## config.mk

```make
export PLATFORM = sky130hd
export DESIGN_NAME = stepper_pulse_sequencer_unit
export DESIGN_NICKNAME = d
export VERILOG_FILES = /design/src/hw/rtl/sps_pkg.sv /design/src/hw/rtl/stepper_pulse_sequencer_unit.sv /design/src/hw/rtl/sps_core.sv
export SDC_FILE = /design/constraint.sdc
export NUM_CORES = 1
export LEC_CHECK = 0
export ABC_AREA = 1
export BUFFER_PORTS_ARGS = -buffer_cell sky130_fd_sc_hd__buf_2
export CORE_ASPECT_RATIO = 0.5
export CORE_UTILIZATION = 30
export DETAILED_ROUTE_END_ITERATION = 7
export PLACE_DENSITY_LB_ADDON = 0.1
export SLEW_MARGIN = 0
export SYNTH_ARGS = -nofsm -noshare
export SYNTH_HDL_FRONTEND = slang
export SYNTH_SLANG_ARGS = --single-unit
```

## constraint.sdc

```tcl
create_clock -name clk_i -period 4.95 [get_ports clk_i]
set_clock_uncertainty 0.1 [all_clocks]
set_input_delay 0.495 -clock clk_i [delete_from_list [all_inputs] [get_ports clk_i]]
set_output_delay 0.495 -clock clk_i [all_outputs]
set_load 0.005 [all_outputs]
```

## src/hw/rtl/sps_pkg.sv

```systemverilog
// ----------------------------------------------------------------------------
// sps_pkg
// Shared types, constants and coil decode for the stepper pulse sequencer.
// ----------------------------------------------------------------------------
package sps_pkg;

  localparam int unsigned CountW        = 16;
  localparam int unsigned ChargeW       = 6;
  localparam int unsigned PhaseW        = 2;

  localparam logic [CountW-1:0]  TicksPerSecond   = 16'd1000;
  localparam logic [CountW-1:0]  WakeTicks        = 16'd100;
  localparam logic [ChargeW-1:0] MaxChargeSeconds = 6'd60;
  localparam logic [PhaseW-1:0]  PhaseStart       = 2'd2;

  localparam logic OpTick  = 1'b0;
  localparam logic OpStart = 1'b1;

  // Sequencer stage, one-hot
  typedef enum logic [3:0] {
    STAGE_IDLE   = 4'b0001,
    STAGE_CHARGE = 4'b0010,
    STAGE_WAKE   = 4'b0100,
    STAGE_STEP   = 4'b1000
  } stage_e;

  // One input item
  typedef struct packed {
    logic               opcode;
    logic               reverse;
    logic [CountW-1:0]  pulse_count;
    logic [CountW-1:0]  pulse_ms;
    logic [ChargeW-1:0] charge_seconds;
  } cmd_t;

  // One result item
  typedef struct packed {
    logic              power_on;
    logic              awake;
    logic              phase_a;
    logic              phase_b;
    logic              enable_a;
    logic              enable_b;
    logic              busy_res;
    logic [CountW-1:0] step_index;
    logic [PhaseW-1:0] phase_index;
    logic              finished;
    logic              rejected;
  } result_t;

  // Coil latches and enables for a new phase; bit 0 is coil A, bit 1 coil B
  typedef struct packed {
    logic [1:0] latches;
    logic [1:0] enables;
  } coil_t;

  function automatic coil_t coil_decode(logic two_coil, logic [PhaseW-1:0] phase,
                                        logic [1:0] lat_cur);
    coil_t c;
    c.latches = lat_cur;
    c.enables = 2'b00;
    if (two_coil) begin
      c.enables = 2'b11;
      case (phase)
        2'd0:    c.latches = 2'b11;
        2'd1:    c.latches = 2'b10;
        2'd2:    c.latches = 2'b00;
        default: c.latches = 2'b01;
      endcase
    end else begin
      case (phase)
        2'd0: begin
          c.latches[0] = 1'b1;
          c.enables    = 2'b01;
        end
        2'd1: begin
          c.latches[1] = 1'b1;
          c.enables    = 2'b10;
        end
        2'd2: begin
          c.latches[0] = 1'b0;
          c.enables    = 2'b01;
        end
        default: begin
          c.latches[1] = 1'b0;
          c.enables    = 2'b10;
        end
      endcase
    end
    return c;
  endfunction

endpackage

```

## src/hw/rtl/stepper_pulse_sequencer_unit.sv

```systemverilog
// ----------------------------------------------------------------------------
// stepper_pulse_sequencer_unit
// Top level: input register, sequencer core, result register.
// ----------------------------------------------------------------------------
// Each input item is a 1 ms tick or a start command and produces exactly one
// result showing the driver pins and progress after that item. An accepted
// item is held in the input register until the result register is free or
// drains; it is then applied to the sequencer state and captured in the
// result register at the same edge, and its result is offered from there.
// One item is taken every cycle as long as the result side keeps up; a
// stalled result holds the input register, which stalls the input in the same
// cycle. The single state update in the core is what bounds this. The
// drive_mode register is written through the cfg channel, which is always
// ready, and is sampled when each step begins.
module stepper_pulse_sequencer_unit (
  input  logic                           clk_i,
  input  logic                           rst_ni,
  // configuration
  input  logic                           cfg_valid_i,
  output logic                           cfg_ready_o,
  input  logic                           cfg_drive_mode_i,
  // input items
  input  logic                           in_valid_i,
  output logic                           in_stall_o,
  input  logic                           opcode_i,
  input  logic                           reverse_i,
  input  logic [sps_pkg::CountW-1:0]     pulse_count_i,
  input  logic [sps_pkg::CountW-1:0]     pulse_ms_i,
  input  logic [sps_pkg::ChargeW-1:0]    charge_seconds_i,
  // result items
  output logic                           out_valid_o,
  input  logic                           out_stall_i,
  output logic                           power_on_o,
  output logic                           awake_o,
  output logic                           phase_a_o,
  output logic                           phase_b_o,
  output logic                           enable_a_o,
  output logic                           enable_b_o,
  output logic                           busy_res_o,
  output logic [sps_pkg::CountW-1:0]     step_index_o,
  output logic [sps_pkg::PhaseW-1:0]     phase_index_o,
  output logic                           finished_o,
  output logic                           rejected_o
);
  import sps_pkg::*;

  logic    in_vld_q, out_vld_q;
  cmd_t    cmd_q;
  result_t res, res_q;
  logic    adv, in_take;

  // Item moves to the result register when that register is free or drains
  assign adv         = in_vld_q && (!out_vld_q || !out_stall_i);
  assign in_stall_o  = in_vld_q && !adv;
  assign in_take     = in_valid_i && !in_stall_o;
  assign cfg_ready_o = 1'b1;

  // Input register
  always_ff @(posedge clk_i or negedge rst_ni) begin
    if (!rst_ni) begin
      in_vld_q <= 1'b0;
    end else begin
      in_vld_q <= in_take || (in_vld_q && !adv);
    end
  end

  always_ff @(posedge clk_i) begin
    if (in_take) begin
      cmd_q.opcode         <= opcode_i;
      cmd_q.reverse        <= reverse_i;
      cmd_q.pulse_count    <= pulse_count_i;
      cmd_q.pulse_ms       <= pulse_ms_i;
      cmd_q.charge_seconds <= charge_seconds_i;
    end
  end

  sps_core u_core (
    .clk_i            (clk_i),
    .rst_ni           (rst_ni),
    .cfg_we_i         (cfg_valid_i && cfg_ready_o),
    .cfg_drive_mode_i (cfg_drive_mode_i),
    .item_valid_i     (adv),
    .item_i           (cmd_q),
    .result_o         (res)
  );

  // Result register
  always_ff @(posedge clk_i or negedge rst_ni) begin
    if (!rst_ni) begin
      out_vld_q <= 1'b0;
    end else if (adv) begin
      out_vld_q <= 1'b1;
    end else if (!out_stall_i) begin
      out_vld_q <= 1'b0;
    end
  end

  always_ff @(posedge clk_i) begin
    if (adv) begin
      res_q <= res;
    end
  end

  assign out_valid_o   = out_vld_q;
  assign power_on_o    = res_q.power_on;
  assign awake_o       = res_q.awake;
  assign phase_a_o     = res_q.phase_a;
  assign phase_b_o     = res_q.phase_b;
  assign enable_a_o    = res_q.enable_a;
  assign enable_b_o    = res_q.enable_b;
  assign busy_res_o    = res_q.busy_res;
  assign step_index_o  = res_q.step_index;
  assign phase_index_o = res_q.phase_index;
  assign finished_o    = res_q.finished;
  assign rejected_o    = res_q.rejected;

endmodule

```

## src/hw/rtl/sps_core.sv

```systemverilog
// ----------------------------------------------------------------------------
// sps_core
// Sequencer state and next-state logic: applies one tick or start per cycle
// while item_valid_i is high and produces the matching result.
// ----------------------------------------------------------------------------
module sps_core (
  input  logic            clk_i,
  input  logic            rst_ni,
  input  logic            cfg_we_i,
  input  logic            cfg_drive_mode_i,
  input  logic            item_valid_i,
  input  sps_pkg::cmd_t   item_i,
  output sps_pkg::result_t result_o
);
  import sps_pkg::*;

  stage_e             stage_q, stage_d;
  logic [CountW-1:0]  cnt_q, cnt_d;
  logic [CountW-1:0]  steps_q, steps_d;
  logic [PhaseW-1:0]  phase_q, phase_d;
  logic [1:0]         lat_q, lat_d;
  logic [1:0]         en_q, en_d;
  logic               hrev_q, hrev_d;
  logic [CountW-1:0]  hcount_q, hcount_d;
  logic [CountW-1:0]  hms_q, hms_d;
  logic               mode_q;
  logic               finished, rejected;
  logic [ChargeW-1:0] secs;
  logic [PhaseW-1:0]  phase_nxt;
  coil_t              coil;

  // Clamped charge time and the phase/coils a new step would take
  assign secs      = (item_i.charge_seconds > MaxChargeSeconds) ?
                     MaxChargeSeconds : item_i.charge_seconds;
  assign phase_nxt = hrev_q ? phase_q - 2'd1 : phase_q + 2'd1;
  assign coil      = coil_decode(mode_q, phase_nxt, lat_q);

  // Next-state logic
  always_comb begin
    stage_d  = stage_q;
    cnt_d    = cnt_q;
    steps_d  = steps_q;
    phase_d  = phase_q;
    lat_d    = lat_q;
    en_d     = en_q;
    hrev_d   = hrev_q;
    hcount_d = hcount_q;
    hms_d    = hms_q;
    finished = 1'b0;
    rejected = 1'b0;
    if (item_valid_i) begin
      if (item_i.opcode == OpStart) begin
        if (stage_q != STAGE_IDLE) begin
          rejected = 1'b1;
        end else begin
          hrev_d   = item_i.reverse;
          hcount_d = item_i.pulse_count;
          hms_d    = item_i.pulse_ms;
          steps_d  = '0;
          phase_d  = PhaseStart;
          en_d     = 2'b00;
          if (secs == '0) begin
            stage_d = STAGE_WAKE;
            cnt_d   = WakeTicks;
          end else begin
            stage_d = STAGE_CHARGE;
            cnt_d   = CountW'(CountW'(secs) * TicksPerSecond);
          end
        end
      end else if (stage_q != STAGE_IDLE) begin
        if (cnt_q > CountW'(1)) begin
          cnt_d = cnt_q - CountW'(1);
        end else begin
          cnt_d = '0;
          if (stage_q == STAGE_CHARGE) begin
            stage_d = STAGE_WAKE;
            cnt_d   = WakeTicks;
          end else begin
            if (stage_q == STAGE_STEP) begin
              en_d    = 2'b00;
              steps_d = steps_q + CountW'(1);
            end
            // next step or finish
            if (steps_d < hcount_q) begin
              phase_d = phase_nxt;
              lat_d   = coil.latches;
              en_d    = coil.enables;
              cnt_d   = (hms_q == '0) ? CountW'(1) : hms_q;
              stage_d = STAGE_STEP;
            end else begin
              en_d     = 2'b00;
              cnt_d    = '0;
              stage_d  = STAGE_IDLE;
              finished = 1'b1;
            end
          end
        end
      end
    end
  end

  // State registers
  always_ff @(posedge clk_i or negedge rst_ni) begin
    if (!rst_ni) begin
      stage_q  <= STAGE_IDLE;
      cnt_q    <= '0;
      steps_q  <= '0;
      phase_q  <= PhaseStart;
      lat_q    <= '0;
      en_q     <= '0;
      hrev_q   <= 1'b0;
      hcount_q <= '0;
      hms_q    <= '0;
      mode_q   <= 1'b0;
    end else begin
      stage_q  <= stage_d;
      cnt_q    <= cnt_d;
      steps_q  <= steps_d;
      phase_q  <= phase_d;
      lat_q    <= lat_d;
      en_q     <= en_d;
      hrev_q   <= hrev_d;
      hcount_q <= hcount_d;
      hms_q    <= hms_d;
      if (cfg_we_i) begin
        mode_q <= cfg_drive_mode_i;
      end
    end
  end

  // Result as seen after this item
  always_comb begin
    result_o.power_on    = (stage_d != STAGE_IDLE);
    result_o.awake       = (stage_d == STAGE_WAKE) || (stage_d == STAGE_STEP);
    result_o.phase_a     = lat_d[0];
    result_o.phase_b     = lat_d[1];
    result_o.enable_a    = en_d[0];
    result_o.enable_b    = en_d[1];
    result_o.busy_res    = (stage_d != STAGE_IDLE);
    result_o.step_index  = steps_d;
    result_o.phase_index = phase_d;
    result_o.finished    = finished;
    result_o.rejected    = rejected;
  end

  // Checks
  a_finish_idle: assert property (@(posedge clk_i) disable iff (!rst_ni)
    item_valid_i && finished |=> stage_q == STAGE_IDLE)
    else $error("finish did not return to idle");
  a_reject_busy: assert property (@(posedge clk_i) disable iff (!rst_ni)
    rejected |-> stage_q != STAGE_IDLE)
    else $error("start rejected while idle");
  a_step_enables: assert property (@(posedge clk_i) disable iff (!rst_ni)
    stage_q == STAGE_STEP |-> en_q != 2'b00)
    else $error("step stage with no coil enabled");
  a_steps_bound: assert property (@(posedge clk_i) disable iff (!rst_ni)
    stage_q != STAGE_IDLE |-> steps_q <= hcount_q)
    else $error("step count ran past the requested count");
  a_wake_count: assert property (@(posedge clk_i) disable iff (!rst_ni)
    stage_q == STAGE_WAKE |-> cnt_q != '0 && cnt_q <= WakeTicks)
    else $error("wake counter out of range");

endmodule

```

# Yosys cells after proc, flatten, opt, wreduce, memory -nomap -nowiden
# Cells that the tools add are included.
# op_classes
mul	1
addsub	4
muxes	59
order_cmp	3
n_reduce_logical	18
bitwise	1
eq_ne	10
# ops
operator	n
16-bit two-way mux	20
2-bit two-way mux	22
4-bit two-way mux	8
16-bit by 1-bit adder with 16-bit output (second input constant)	1
16-bit by 1-bit > comparator with 1-bit output (second input constant)	1
16-bit logical NOT	1
16-bit < comparator	1
16-bit by 1-bit subtractor with 16-bit output (second input constant)	1
6-bit by 7-bit multiplier with 13-bit output (second input constant)	1
4-bit equality test (second input constant)	2
4-bit by 1-bit != test with 1-bit output (second input constant)	2
6-bit > comparator (second input constant)	1
6-bit logical NOT	1
6-bit two-way mux	1
2-bit one-hot mux with 3 select lines	1
3-bit AND reduction	2
4-bit by 2-bit equality test with 1-bit output (second input constant)	1
4-bit by 3-bit equality test with 1-bit output (second input constant)	1
1-bit logical NOT	4
1-bit two-way mux	4
1-bit one-hot mux with 2 select lines	2
4-bit OR reduction	1
1-bit logical AND	3
1-bit logical OR	3
11 further kinds	11
# word_totals
out_inout_bits	30
ff_bits	144
in_bits	46
word_cells	123

# Depth between registers and ports, before layout
# Gate-level depths: netlist of the first run.
# logic_depth
word_depth	16
mapped_depth	22
depth_no_buf	21

# Cells and area by module
# From an unflattened synthesis of the first run, not the netlist that was laid out.
# hier_totals
hier_cells	820
area_unflattened_um2	7767.4
# by_module_without_submodules
module	area_per_inst_um2	instances	cells_each	seq_area_each_um2
sps_core	5649.2	1	739	1904.3
stepper_pulse_sequencer_unit	2118.3	1	81	2062.0

# Worst setup path after synthesis of the first run
# OpenSTA, ideal clock, no wires.
# synth_path
path_type	reg-to-reg
start	reg cmd_q[5] (netlist name)
end	reg u_core.cnt_q[14]
setup_slack_ps	745
path_stages_with_launch	22
setup_time_ps	124
n_path_buf	0
arrival_ps	3981
required_ps	4726
path_cell_list	edfxtp_1 ha_1 nand3_1 nand2_1 inv_1 fa_1 inv_1 fa_1 fa_1 inv_1 ha_1 a21oi_1 nand2_1 nand2_1 nand2_1 a21oi_1 nor2_1 o21ai_0 nand2_1 or2_2 nand3_1 nand3_1
# synth_between
elab_chain_len	6
# synth_lines
item	line_no	rtl
start: declaration	stepper_pulse_sequencer_unit.sv:48	cmd_t cmd_q;
6-bit > comparator	sps_core.sv:33	assign secs = (item_i.charge_seconds > MaxChargeSeconds) ?
6-bit two-way mux (*)	sps_core.sv:33	
6-bit by 7-bit multiplier with 13-bit output / 6-bit logical NOT (equally long branches)	sps_core.sv:67, sps_core.sv:62	
16-bit two-way mux (*)	sps_core.sv:62	if (secs == '0) begin
16-bit two-way mux (*)	sps_core.sv:53	if (stage_q != STAGE_IDLE) begin
16-bit two-way mux (*)	sps_core.sv:52	if (item_i.opcode == OpStart) begin
end signal: assignment	sps_core.sv:117	cnt_q <= cnt_d;
end: declaration	sps_core.sv:18	logic [CountW-1:0] cnt_q, cnt_d;
# Mark *: on every way between the ends. The rest lies on a longest branch, timed or not. The select of a mux whose other input is x is not followed.
# A chain may end at the register's enable or synchronous reset.

# Worst setup path in the final report of the first run
# Same ends and word-level chain as after synthesis.

==> results of run 1 <==
[power groups by stage]
stage                     clock [µW]  combinational [µW]  sequential, µW
final                           1310                 805            1500
after floorplan                    0                 612            1490
after CTS                       1350                 821            1500
after global routing            1400                 941            1520
after global placement             0                 806            1520
after detailed placement           0                 813            1520
[cells in the mapped netlist, drive strengths merged, types with 4 or more instances]
master,instances,area [µm²]
nand2,155,609
inv,134,503
nor2,87,412
dfrtp,76,1900
edfxtp,66,1980
a21oi,51,255
ha,44,551
nand3,44,225
o21ai,43,215
xor2,17,149
fa,13,260
a22oi,10,75.1
clkbuf,10,37.5
nand4,9,71.3
nor3,9,55.1
xnor2,8,70.1
or2,6,37.5
a211oi,4,40.0
nand3b,4,33.8
[what timing repair did]
action | CTS | global route
hold buffers | 1 | 0
hold endpoints to repair | 12 | 0
setup endpoints to repair | 0 | 0
[flip-flops by register name, indices dropped and copies added, names as in the netlist, 2 cells and up]
| register | count |
|---|---|
| phase_index_o | 2 |
| u_core.stage_q | 4 |
| u_core.phase_q | 2 |
| step_index_o | 16 |
| u_core.lat_q | 2 |
| cmd_q | 40 |
| u_core.steps_q | 16 |
| u_core.hcount_q | 16 |
| u_core.cnt_q | 16 |
| u_core.hms_q | 16 |
| u_core.en_q | 2 |
[routing by layer]
layer	vias to the layer above	GRT usage	routed length, µm
met3	17	0.0416	521
met1	2687	0.179	8510
li1	2859	-	-
met4	0	0.0440	270
met5	-	0	0
met2	65	0.248	8570
[worst reg2reg max path: stages, from the launching register on]
cell and delay, ns:
edfxtp_1 0.46, ha_1 0.24, nand3_1 0.13, nand2_1 0.12, inv_1 0.10, fa_1 0.61, inv_1 0.07, fa_1 0.46
fa_1 0.51, inv_1 0.05, ha_1 0.34, a21oi_1 0.15, nand2_1 0.07, nand2_1 0.07, nand2_1 0.06, a21oi_1 0.15
nor2_1 0.07, o21ai_0 0.15, nand2_1 0.08, or2_2 0.27, nand3_1 0.06, nand3_1 0.07
[worst min-delay path by stage]
stage / from / end / slack (ns)
after global placement: rst_ni / u_core.cnt_q[15] / 0.26
after floorplan: rst_ni / in_vld_q / 0.1
after CTS: pulse_count_i[0] / cmd_q[22] / 0.10
final: pulse_count_i[0] / cmd_q[22] / 0.12
after detailed placement: rst_ni / u_core.cnt_q[15] / 0.26
after global routing: pulse_ms_i[13] / cmd_q[19] / 0.10
[cell families after synthesis]
kind of cell               after synthesis
AOI/OAI and AO/OA                      124
buffers and inverters                  149
other                                    1
muxes                                    2
DFF                                    144
xor gates and xnor gates                25
and+or+nand+nor                        317
adders and majority gates               57
[stage by stage]
step | instances | total power, µW | worst slack (ns) | area, µm² | util
floorplan | 819 | 2110 | 0.745 | 7750 | -
global placement | 1227 | 2330 | 0.505 | 8510 | 0.336
detailed placement | 1227 | 2330 | 0.429 | 8510 | 0.336
CTS | 1260 | 3670 | 0.423 | 9110 | 0.360
global route | 1260 | 3860 | 0.141 | 9110 | 0.360
finish | 1260 | 3620 | 0.463 | 9110 | 0.360
[layout make-up]
type / count / area share
sequential: 144 / 0.432
multi-input combinational: 526 / 0.355
inverter: 136 / 0.0560
clock buffer: 23 / 0.0503
tap: 344 / 0.0472
timing repair buffer: 78 / 0.0445
clock inverter: 9 / 0.0147
==> summary by stage, run 1 <==
Status
The run finished with clean final reports.

Final layout
The top cell types in the final layout, fill and taps aside, are 147 x nand2_1, 126 x inv_1, 76 x dfrtp_1. At the end of the flow, the number of nets in the layout was just over 1000. The area added between synthesis and finish is 17.6%. The number of diodes added for antenna fixing is 0. Across the whole layout, storage elements account for 3940 µm². Leaving out fill and tap cells, the most frequent cell in the layout is nand2_1. Summing all multi-input logic gate instances after layout gives 3240 µm². The share of cells above drive strength 1 is 0.166.

The layout has approximately 2600 filler cells.

STA
Setup repair after global routing left no endpoint under its margin. The number of hold-slack violations in the final timing report was 0. The minimum clock period is approximately 4.5 ns.

The total of endpoints with negative setup slack in the final report is 0. The tightest hold margin is 0.124 ns. The final-report max-slew violation count came to 0. Of the available clock period, the critical path in the final layout requires 0.906. After routing, the total negative slack on setup checks comes to 0 ns. The relative slew slack is 0.248.

The slew at the pin closest to its max-slew limit is between 1 and 1.5 ns. The timing-limited maximum frequency is 0.223 GHz.

Global routing
The via count of the first global-routing pass came to around 5600. Entering global routing, the biggest net connects 67 pins. The first global-routing pass estimated 29000 µm of wire. Global routing finished with a remaining overflow of 0. The global router's overall resource usage is 0.145. The initial antenna violation count is 0.

Setup path
Traced cell by cell, the critical path runs through ha_1 > nand3_1 > nand2_1 > inv_1 > fa_1 > inv_1 > fa_1 > fa_1 > inv_1 > ha_1 > a21oi_1 > nand2_1 > nand2_1 > nand2_1 > a21oi_1 > nor2_1 > o21ai_0 > nand2_1 > or2_2 > nand3_1 > nand3_1. The critical path runs through a total of 21 cells. The endpoint identified for the worst register-to-register timing path is u_core.cnt_q[14]. For the worst setup path, the data required time is 5.18 ns. At the worst endpoint, the arrival time is around 4.7 ns. The number of cells traversed by the worst register-to-register path is 21. In this run the critical register-to-register path is launched from cmd_q[5].

The slowest stage of the critical path is the fa_1 cell. The family with the most delay on the worst path is adder cells. STA classifies the critical path endpoint as a flop. The critical path is of the flop to flop type. The delay of the slowest cell on the worst path is ~0.61 ns. In this run the worst path has a maximum fanout of 5. The critical path ends at u_core.cnt_q[14].

Counting stages on the worst path, the most repeated cell is nand2_1. The startpoint of the most critical setup path is cmd_q[5]. The critical path launch point type is a flop. The critical path buffer and inverter count is 3. The setup check on the worst reg-to-reg path leaves a slack of 0.46 ns.

Yosys
During synthesis, Yosys emitted a total of 0 warnings. The post-synthesis mux area share is 0.00291. The dominant register cell in the synthesized netlist is dfrtp_1.

Yosys mapped the design onto 52 distinct sky130hd cell types. Counting flops and latches in the post-synthesis netlist gives roughly 140. Of the total synthesized cell area, the portion taken by XOR and XNOR cells is 0.0283.

The number of enable-type register cells in the synthesized netlist is between 60 and 70. The netlist area before placement is roughly 7700 µm². The fraction of registers with async set/reset is 0.542. The sequential cell area fraction in the yosys report is 0.508. The average footprint of a synthesized cell is 9.46 µm².

The net count after synthesis is 922. The post-synthesis instance total is 819. Of the total synthesized cell area, the portion taken by AND, OR, NAND and NOR gates is 0.190. The compound-gate portion of the synthesized area is 0.0914. The largest family of logic cells by synthesized area is simple AND/OR/NAND/NOR gates. The adder-cell share of the synthesized area is 0.105.

Floorplan
Measured along the x axis, the die boundary spans between 200 and 250 µm. The die covers 26500 µm². The core area is about 25000 µm². The count of boundary I/O pins is 76. After floorplanning, the core was divided into slightly above 40 placement rows. For this configuration, the core starts out at a cell density of 0.306. The die boundary height is between 100 and 150 µm.

Clocking
The clock passes through at most 2 buffers. The root cell of the clock tree is clkbuf_16. TritonCTS built the clock tree. The count of cells resized by post-cts repair is 0. Counting the buffers created by CTS gives 17. The clock-pin slew on the worst setup and hold paths is roughly 0.06 ns. The insertion delay to the later sink of the worst-skew pair is 0.44 ns. The buffer count from post-CTS setup fixing is 0. The TritonCTS sink count is ~140. The number of levels in the clock H-tree is 4.

Routing
The detailed router placed ~5600 vias in this run. The post-detailed-route via-to-cell ratio is about 4.5. The number of routed nets with antenna violations is 0.

For this block, the routed nets add up to around 18000 µm of wire. The detailed router finished its first iteration with ~300 violations. After detailed routing, the number of remaining DRC violations is 0. After detailed routing, the average wire length per cell comes to approximately 14 µm. The pre-antenna-repair detailed-routing pass consisted of 6 iterations.

Pwr
The power density over the cells is about 400 nW/µm². The net switching component of the power is around 1100 µW. The share of total power dissipated in combinational logic is 0.223. VDD sags by at most between 0.0002 and 0.00025 V.

The leakage power summed over all cells is 0.00433 µW. The share of total power dissipated in sequential elements is 0.414. The cell-internal power is about 2500 µW.

Of the total power, the share spent switching nets is 0.302. The clock network fraction of total power is 0.363.

Placement
Routability-driven placement finished with a final weighted congestion of 0.795. The count of buffers added on input and output ports is between 70 and 80. The estimated wirelength of the detail-placed design is approximately 13000 µm.

Hold path
The number of cells traversed by the worst hold path is 1. The min-delay analysis places its worst path in the category input pin to flop.

Flow run
The max capacitance violation total is 0.
(Power assumes the default switching activity.)
==> run 2, diff against run 1 <==
==> constraint.sdc (replaced) <==
create_clock -name clk_i -period 5.7 [get_ports clk_i]
set_clock_uncertainty 0.1 [all_clocks]
set_input_delay 0.57 -clock clk_i [delete_from_list [all_inputs] [get_ports clk_i]]
set_output_delay 0.57 -clock clk_i [all_outputs]
set_load 0.005 [all_outputs]
==> summary by stage, run 2 (synthesis results as in run 1) <==
Pwr
Dividing total power by cell area gives a power density of ~350 nW/µm². The analysis attributes to cell leakage a power of about 0.0043 µW. The worst-case IR drop observed on VDD is just under 0.0002 V.

STA
The part of the cycle the worst path needs is 0.788. The timing-limited maximum frequency is 0.223 GHz. Setup violations remaining at the end of the flow were counted as 0.

The minimum clock period is around 4.5 ns. At the pin with the least slew margin, the transition time is 1.08 ns. The number of hold-slack violations in the final timing report is 0. Setup repair after global routing left no endpoint under its margin. The final-report max-slew violation count is 0. In this run the tightest slew margin relative to its limit is 0.275. In the final timing run, aggregate negative setup slack is 0 ns.

Floorplan
The die width is between 200 and 250 µm. In this run the vertical extent of the chip is approximately 120 µm. The floorplan step defined a core boundary enclosing around 25000 µm². The die covers between 20000 and 30000 µm². The initial utilization of the core area, before any placement, comes to 0.306. The number of standard-cell rows in the floorplan is a little over 40. The count of boundary I/O pins is 76.

Setup path
The setup check on the worst reg-to-reg path leaves a slack of ~1.2 ns. The setup path with the least slack is of type flop to flop. Along the worst path, the maximum fanout reaches 5.

The beginning of the worst register-to-register path is cmd_q[5]. The endpoint arrival time on the critical path is 4.70 ns. The most critical setup path has its startpoint at cmd_q[5].

STA classifies the critical path endpoint as a flop. The number of cells traversed by the worst register-to-register path is 21. At the worst endpoint, the required time is around 5.9 ns. The critical path launch point type is a flop. The worst register-to-register path ends at u_core.cnt_q[14].

Global routing
The largest net degree at the start of global routing is 70. The global-route wire length before repair is between 20000 and 30000 µm. In the global route stage, overall resource usage came out at 0.143.

The via count of the first global-routing pass was 5581. The initial antenna violation count came to 0. The total overflow left after global routing is 0.

Routing
The detail route stage leaves a number of antenna-violating nets equal to 0. The first routing iteration left 290 violations. The count of unresolved DRC violations after routing is 0.

The detailed-router iteration count before antenna repair is 7. In the routed layout, each cell is associated on average with a via count of 4.48. The average wire per cell in the routed design is roughly 14 µm. The vias after detailed routing is around 5600. The final layout contains routed wiring with a total length of roughly 18000 µm.

Final layout
The register with the most flip-flops in the layout has 40 of them. Once layout is complete, the cells apart from fillers number roughly 1300. In the layout the commonest cells are 147 x nand2_1, 126 x inv_1, 76 x dfrtp_1. More flip-flops sit in one register than any other, and that register is cmd_q. The repair_antennas step left the layout with diodes totalling 0. Relative to the synthesized area, the layout overhead comes to 17.6%. The final layout contains ~1000 nets. The share of cells above drive strength 1 is 0.167. Leaving out fill and tap cells, the most frequent cell in the layout is nand2_1.

Clocking
After clock tree synthesis, the clock-pin slew on the worst setup and hold paths is ~0.06 ns. The CTS tree is built. The number of levels in the clock H-tree is 4. The CTS buffer count is 17. The later pin in the worst-skew pair is clocked with a latency of approximately 0.43 ns.

The root cell of the clock tree is clkbuf_16. The TritonCTS sink count is between 100 and 150. The number of buffers on the longest clock path is 2. The count of cells resized by post-cts repair is 0.

Placement
The placer's final routability congestion estimate is about 0.8. The estimated wirelength of the detail-placed design is ~13000 µm. The count of buffers from port buffering is between 70 and 80.

The placed instance count is 1227.

Status
The run finished with clean final reports.

Hold path
Along the worst hold path, the cell count comes to 1. The path with the worst hold slack has its endpoint at cmd_q[25]. In this run the most critical hold path is launched from pulse_count_i[3]. The type of the most critical hold path is input pin to flop.

Flow run
The max capacitance violation total is 0.
==> run 2: cell types whose count changed in the layout (fill, tap and decap cells not counted), sizes merged <==
cell	delta
clkbuf	-2
clkinv	+1
inv	+1
==> run 2: power breakdown <==
part | leakage (µW) | internal (µW) | switching [µW] | total (µW)
registers | 0.00150 | 1210 | 91.4 | 1300
clock network | 0.000289 | 697 | 443 | 1140
logic | 0.00255 | 281 | 422 | 703
==> run 2: critical path, cell delays in order (launching register included) <==
cell	delay [ns]
edfxtp_1	0.45
ha_1	0.23
nand3_1	0.12
nand2_1	0.12
inv_1	0.10
fa_1	0.61
inv_1	0.07
fa_1	0.46
fa_1	0.52
inv_1	0.04
ha_1	0.33
a21oi_1	0.16
nand2_1	0.08
nand2_1	0.08
nand2_1	0.06
a21oi_1	0.16
nor2_1	0.07
o21ai_0	0.14
nand2_1	0.08
or2_2	0.27
nand3_1	0.07
nand3_1	0.07
==> run 2: how the worst max path moves through the flow <==
stage / endpoint / slack [ns] / depth (start not counted)
CTS: u_core.cnt_q[14] / 1.15 / 21
global route: u_core.cnt_q[14] / 0.83 / 21
finish: u_core.cnt_q[14] / 1.21 / 21
detailed placement: u_core.cnt_q[14] / 1.16 / 21
global placement: u_core.cnt_q[14] / 1.26 / 21
floorplan: u_core.cnt_q[14] / 1.49 / 21
==> run 2: area by class of cell <==
cell class / instances / area, µm²
Tap cell: 344 / 430
Clock buffer: 21 / 450
Fill cell: 2603 / 16200
Sequential cell: 144 / 3940
Multi-Input combinational cell: 526 / 3240
Inverter: 136 / 510
Timing Repair Buffer: 78 / 405
Clock inverter: 11 / 139
==> run 2: repair_timing <==
action | in CTS | in global routing
hold endpoints to repair | 9 | 0
setup buffers | 0 | 0
hold buffers | 1 | 0
==> run 2: per-layer routing <==
layer  part of all wire  global-route usage  up-vias
met2               0.47               0.241       58
li1                   -                   -     2848
met1               0.49               0.180     2717
met5                  0                   0        -
met3              0.028              0.0342       19
met4              0.017              0.0529        0
==> run 2: through the flow <==
step	power [µW]	setup slack, ns	utilization	area, µm²	hold WS [ns]
2_1_floorplan	1830	1.49	-	7750	0.174
3_3_place_gp	2020	1.26	0.336	8510	0.312
3_5_place_dp	2030	1.16	0.336	8510	0.316
4_1_cts	3190	1.15	0.360	9110	0.185
5_1_grt	3340	0.834	0.360	9110	0.186
6_report	3140	1.21	0.360	9110	0.208
